File: src/design/northwest_corner_transport_allocator_assert.svh
// Assertion macros shared by the allocator modules.
// Each expects a clock named clk and a synchronous reset named rst in scope.
`ifndef NORTHWEST_CORNER_TRANSPORT_ALLOCATOR_ASSERT_SVH
`define NORTHWEST_CORNER_TRANSPORT_ALLOCATOR_ASSERT_SVH

// The consequent must hold in the same cycle as the antecedent.
`define NWCA_ASSERT_SAME(label, ante, cons) \
  label: assert property (@(posedge clk) disable iff (rst) (ante) |-> (cons)) \
    else $error("nwca: same-cycle check failed");

// The consequent must hold in the cycle after the antecedent.
`define NWCA_ASSERT_NEXT(label, ante, cons) \
  label: assert property (@(posedge clk) disable iff (rst) (ante) |=> (cons)) \
    else $error("nwca: next-cycle check failed");

`endif

File: src/design/nwca_pkg.sv
package nwca_pkg;

  localparam int MAX_SOURCES = 16;
  localparam int MAX_DESTS   = 16;
  localparam int MAX_STEPS   = MAX_SOURCES + MAX_DESTS;
  localparam int SUM_LEN     = (MAX_SOURCES > MAX_DESTS) ? MAX_SOURCES : MAX_DESTS;

  localparam int ROW_W   = 4;
  localparam int COL_W   = 4;
  localparam int CNT_W   = 5;
  localparam int VAL_W   = 16;
  localparam int AMT_W   = 20;
  localparam int SUM_W   = 24;
  localparam int COST_W  = 41;
  localparam int PROD_W  = AMT_W + VAL_W;
  localparam int STEP_W  = $clog2(MAX_STEPS + 1);
  localparam int SIDX_W  = $clog2(SUM_LEN);
  localparam int KIND_W  = 2;
  localparam int CFG_IDX_W = 1;

  localparam logic [1:0] ACT_SUPPLY = 2'd0;
  localparam logic [1:0] ACT_DEMAND = 2'd1;
  localparam logic [1:0] ACT_COST   = 2'd2;
  localparam logic [1:0] ACT_RUN    = 2'd3;

  localparam logic [KIND_W-1:0] BAL_NONE      = 2'd0;
  localparam logic [KIND_W-1:0] BAL_DUMMY_SRC = 2'd1;
  localparam logic [KIND_W-1:0] BAL_DUMMY_DST = 2'd2;

  localparam logic [CFG_IDX_W-1:0] REG_NUM_SOURCES = 1'b0;
  localparam logic [CFG_IDX_W-1:0] REG_NUM_DESTS   = 1'b1;

  typedef struct packed {
    logic [1:0]       action;
    logic [ROW_W-1:0] row_index;
    logic [COL_W-1:0] col_index;
    logic [VAL_W-1:0] load_value;
  } nwca_in_t;

  typedef struct packed {
    logic [CNT_W-1:0]  alloc_row;
    logic [CNT_W-1:0]  alloc_col;
    logic [AMT_W-1:0]  alloc_amount;
    logic [COST_W-1:0] running_cost;
    logic [KIND_W-1:0] balance_kind;
    logic              last_step;
  } nwca_out_t;

  typedef struct packed {
    logic load;
    logic sum_start;
    logic sum_step;
    logic balance;
    logic walk;
    logic mul;
    logic acc;
  } nwca_cmd_t;

  typedef struct packed {
    logic sum_done;
    logic last;
  } nwca_stat_t;

endpackage

File: src/design/nwca_ctrl.sv
module nwca_ctrl (
  input  logic                 clk,
  input  logic                 rst,
  input  logic                 in_valid,
  output logic                 in_ready,
  input  logic [1:0]           in_action,
  output logic                 out_valid,
  input  logic                 out_ready,
  output nwca_pkg::nwca_cmd_t  cmd,
  input  nwca_pkg::nwca_stat_t stat
);
  import nwca_pkg::*;

  typedef enum logic [6:0] {
    S_IDLE = 7'b0000001,
    S_SUM  = 7'b0000010,
    S_BAL  = 7'b0000100,
    S_WALK = 7'b0001000,
    S_MUL  = 7'b0010000,
    S_ACC  = 7'b0100000,
    S_EMIT = 7'b1000000
  } state_t;

  state_t state;
  state_t state_next;

  always_ff @(posedge clk) begin
    if (rst) begin
      state <= S_IDLE;
    end else begin
      state <= state_next;
    end
  end

  always_comb begin
    state_next = state;
    cmd        = '0;
    case (state)
      S_IDLE: begin
        if (in_valid) begin
          if (in_action == ACT_RUN) begin
            cmd.sum_start = 1'b1;
            state_next    = S_SUM;
          end else begin
            cmd.load = 1'b1;
          end
        end
      end
      S_SUM: begin
        cmd.sum_step = 1'b1;
        if (stat.sum_done) begin
          state_next = S_BAL;
        end
      end
      S_BAL: begin
        cmd.balance = 1'b1;
        state_next  = S_WALK;
      end
      S_WALK: begin
        cmd.walk   = 1'b1;
        state_next = S_MUL;
      end
      S_MUL: begin
        cmd.mul    = 1'b1;
        state_next = S_ACC;
      end
      S_ACC: begin
        cmd.acc    = 1'b1;
        state_next = S_EMIT;
      end
      S_EMIT: begin
        // The word sits in the output register until the sink takes it.
        if (out_ready) begin
          state_next = stat.last ? S_IDLE : S_WALK;
        end
      end
      default: begin
        state_next = S_IDLE;
      end
    endcase
  end

  assign in_ready  = (state == S_IDLE);
  assign out_valid = (state == S_EMIT);

`include "northwest_corner_transport_allocator_assert.svh"

  `NWCA_ASSERT_SAME(a_sides_exclusive, in_ready, !out_valid)
  `NWCA_ASSERT_NEXT(a_run_starts_sum, in_valid && in_ready && in_action == ACT_RUN, state == S_SUM)
  `NWCA_ASSERT_NEXT(a_more_steps, out_valid && out_ready && !stat.last, state == S_WALK)
  `NWCA_ASSERT_NEXT(a_run_ends, out_valid && out_ready && stat.last, in_ready)

endmodule

File: config.mk
export PLATFORM = sky130hd
export DESIGN_NAME = nwca_ctrl
export DESIGN_NICKNAME = d
export VERILOG_FILES = /design/src/design/nwca_pkg.sv /design/src/design/nwca_ctrl.sv
export VERILOG_INCLUDE_DIRS = /design/src /design/src/design
export SDC_FILE = /design/constraint.sdc
export NUM_CORES = 1
export LEC_CHECK = 0
export ABC_AREA = 0
export BUFFER_PORTS_ARGS = -buffer_cell sky130_fd_sc_hd__buf_2
export CORE_MARGIN = 1
export CORE_UTILIZATION = 28
export CTS_BUF_LIST = sky130_fd_sc_hd__clkbuf_8
export DETAILED_ROUTE_END_ITERATION = 10
export GPL_ROUTABILITY_DRIVEN = 0
export PLACE_DENSITY = 0.57
export SKIP_LAST_GASP = 1
export SLEW_MARGIN = 5
export SYNTH_ARGS = -nofsm -noshare
export SYNTH_HDL_FRONTEND = slang
export SYNTH_SLANG_ARGS = --single-unit
File: constraint.sdc
create_clock -name clk -period 2 [get_ports clk]
set_input_delay 0 -clock clk [delete_from_list [all_inputs] [get_ports clk]]
set_output_delay 0 -clock clk [all_outputs]
set_load 0.02 [all_outputs]
==> impl_results.rst <==
.. list-table::
   :header-rows: 1

   * - Metric
     - Value
   * - Outcome
     - completed
   * - Most frequent standard cell in the layout excluding fill and tap cells
     - sky130_fd_sc_hd__buf_2
   * - Relative area change from synthesis to final layout
     - 32.96%
   * - Avg WL per Cell
     - approximately 12 um
   * - Total chip power
     - between 700 and 800 uW
   * - Quantity of hold-fixing buffers added after cts
     - 0
   * - Family of cells with the greatest summed delay on the critical path
     - simple AND/OR/NAND/NOR gates
   * - Crit start category
     - flop
   * - Clock slew at the register clock pins of the worst setup and hold paths
     - 0.04 ns
   * - Fill cell instance count of the final layout
     - 167
   * - Wire length of the first global-routing pass
     - 2028 um
   * - Clk_lat worst skew
     - between 0.2 and 0.25 ns
   * - Number of nets with antenna violations after routing
     - 0
   * - Count of TritonRoute iterations in the first routing pass
     - 4
   * - Max Buffers Root-to-Sink
     - 2
   * - CTS tree
     - yes
   * - Power density cells
     - between 1000 and 1500 nW/um^2
   * - Via count of the first global-routing pass
     - approximately 490
   * - Proportion of synthesized chip area in sequential cells
     - a little under a third
   * - Total Routed Length
     - around 1200 um
   * - Start-to-end type of the worst setup path
     - flop to output pin
   * - Depth of the CTS H-tree
     - 1
   * - Synthesized net count
     - 67
   * - EDFF count, synth
     - 0
   * - Worst Path Buf+Inv
     - 1
   * - Critical Path Fanout Max
     - 5
   * - I/O pin total
     - 17
   * - Count of cell types in the netlist
     - 29
   * - Most frequent cells in the layout
     - sky130_fd_sc_hd__buf_2 (16), sky130_fd_sc_hd__inv_1 (10), sky130_fd_sc_hd__dfxtp_1 (7)
   * - Cell count after synthesis
     - ~60
   * - Post-detailed-route via-to-cell ratio
     - about 5.4
   * - Hold Vio Cnt, Final
     - 0
   * - Overall die height
     - around 42 um
   * - Post-synth top area cell
     - sky130_fd_sc_hd__dfxtp_1
   * - Static leakage
     - roughly 0.29 nW
   * - Register name with the most flops
     - state
   * - Fraction of registers with async set or reset after synthesis
     - 0%
   * - Total via count after detailed routing
     - between 500 and 600
   * - Antenna violations before repair
     - 0
   * - Setup repair after global routing missed its margin
     - no
   * - Root Buffer
     - sky130_fd_sc_hd__clkbuf_8
   * - Signal arrival time at the worst endpoint
     - between 1.5 and 2 ns
   * - Overall die area
     - ~1800 sq um
   * - Chip Width
     - between 40 and 50 um
   * - Number of flip-flops under the largest register name
     - 7
   * - Final nets
     - 88
   * - Largest vdd supply drop
     - slightly below 400 uV
   * - Sum of net half-perimeters after detailed placement
     - around 950 um
   * - Highest clock rate
     - between 0.6 and 0.7 GHz
   * - Congestion Overflow GR
     - 0
   * - Mean post-synth cell area
     - about 7.7 sq um
   * - Top_reg_cell synth
     - sky130_fd_sc_hd__dfxtp_1
   * - Std-Cell Rows
     - 14
   * - Data required, critical path
     - about 2 ns
   * - Setup Fix Bufs, Post-CTS
     - 0
   * - DR DRC count
     - 0
   * - Post_cts resized
     - 0
   * - Effective utilization at floorplan
     - about 30%
   * - Final critical path time including I/O delays and setup
     - around 1.6 ns
   * - Cell with the biggest individual delay on the critical path
     - sky130_fd_sc_hd__or3_4
   * - Highest cell delay on the worst timing path
     - 0.40 ns
   * - Count of input and output buffers
     - 16
   * - Tightest Pin Transition
     - approximately 0.42 ns
   * - Largest cells by area after synthesis
     - sky130_fd_sc_hd__dfxtp_1 (31%), sky130_fd_sc_hd__inv_1 (7.5%), sky130_fd_sc_hd__nor3_1 (5.5%), sky130_fd_sc_hd__nor2_1 (5.0%), sky130_fd_sc_hd__or3_4 (5.0%)
   * - YS warnings
     - 0
   * - Area of the multi-input gates
     - about 270 sq um
   * - Cell-by-cell listing of the critical path
     - or3_4 -> or3_4 -> nor3_1 -> buf_2
   * - Share of the synthesized area in the top cell type
     - a little under a third
   * - Max Clock Skew
     - about 0.0033 ns
   * - Sum of negative setup slack
     - 0 ns
   * - Initial drt markers
     - 18
   * - Post-route clock period utilization
     - 82.36%
   * - Min-Delay Path Class
     - input port to flop
   * - Top flop regs
     - state: 7 flops
   * - Area of the core
     - approximately 1500 sq um
   * - Aggregate global-route resource usage
     - 15.60%
   * - MaxCap Viol Count
     - 0
   * - Number of buffers created by CTS
     - 3
   * - Element type at the critical path end
     - output pin
   * - Share of post-route cells with drive strength above 1
     - 30.38%
   * - Cell type with the highest occurrence count on the critical path
     - sky130_fd_sc_hd__or3_4
   * - Number of max-slew violations in the final report
     - 0
   * - Maximum number of pins on one net before global-route repair
     - 8
   * - #FFs+latches synth
     - 7
   * - Post-Syn Area
     - ~450 sq um
   * - Final-report setup violation count
     - 0
   * - Number of antenna repair diodes
     - 0
   * - Area taken by flip-flops and latches
     - between 100 and 150 sq um
   * - Num Clock Sinks
     - 7
   * - Headroom to the max-slew limit
     - 71.81%
==> where the power goes <==
part	total, mW	switching (mW)	internal (mW)
Combinational	0.385	0.222	0.163
Clock	0.202	0.0690	0.133
Sequential	0.201	0.0323	0.169
Total	0.788	0.323	0.465
==> cells in the mapped netlist (2+ instances only) <==
master and n:
sky130_fd_sc_hd__inv_1 9, sky130_fd_sc_hd__dfxtp_1 7, sky130_fd_sc_hd__nor2_1 6, sky130_fd_sc_hd__nor3_1 5, sky130_fd_sc_hd__nand3_1 3, sky130_fd_sc_hd__a21oi_1 2, sky130_fd_sc_hd__and3_1 2, sky130_fd_sc_hd__nand2_1 2
sky130_fd_sc_hd__nor2b_1 2, sky130_fd_sc_hd__or3_4 2
==> path summary, 6_finish.rpt <==
check	startpoint	end	slack (ns)	cells past startpoint
max reg2reg	state[4]$_SDFFE_PP0P_	state[3]$_SDFFE_PP0P_	0.45	4
min	rst	state[0]$_SDFFE_PP1P_	0.008	3
max	state[4]$_SDFFE_PP0P_	cmd[3]	0.35	4
min reg2reg	state[4]$_SDFFE_PP0P_	state[5]$_SDFFE_PP0P_	0.55	2
==> layer usage <==
layer / global-route usage (%) / vias up / wire length [um]
met5: 0 / - / 0
met4: 13.13 / 0 / 49
met3: 5.172 / 7 / 44
met2: 22.46 / 15 / 544
met1: 18.40 / 234 / 532
li1: - / 257 / -
==> through the flow <==
| step | utilization, % | cells | setup WS [ns] | area (sq um) | hold slack, ns |
|---|---|---|---|---|---|
| floorplan | - | 59 | 0.4794 | 451.7 | 0.1191 |
| global placement | 36.88 | 91 | 0.4542 | 555.5 | 0.2567 |
| detailed placement | 36.88 | 91 | 0.4569 | 555.5 | 0.2513 |
| CTS | 39.87 | 95 | 0.3400 | 600.6 | 0.007322 |
| global route | 39.87 | 95 | 0.2618 | 600.6 | 0.03122 |
| finish | 39.87 | 95 | 0.3528 | 600.6 | 0.008421 |
==> worst register-to-register path: stages (launching register included) <==
cell                      delay [ns]
sky130_fd_sc_hd__dfxtp_1        0.34
sky130_fd_sc_hd__or3_4          0.40
sky130_fd_sc_hd__or3_4          0.36
sky130_fd_sc_hd__o32a_1         0.31
sky130_fd_sc_hd__nor2_2         0.08
==> logic make-up (layout without fill, tap and decap cells) <==
family          count (synthesis)  after routing  share of synthesized area, %
xor+xnor                        1              1                         1.939
flops                           7              7                         31.02
simple gates                   29             29                         38.78
compound gates                 12             12                         19.95
buf+inv                        10             30                         8.309
==> area by class of cell <==
type                       instances  area share (%)
multi-input combinational         42           45.63
sequential                         7           23.33
timing repair buffer              17           14.58
clock buffer                       3           6.875
inverter                           9           5.625
tap                               16           3.333
clock inverter                     1          0.6250
No activity file was read; power rests on OpenSTA's default activity.
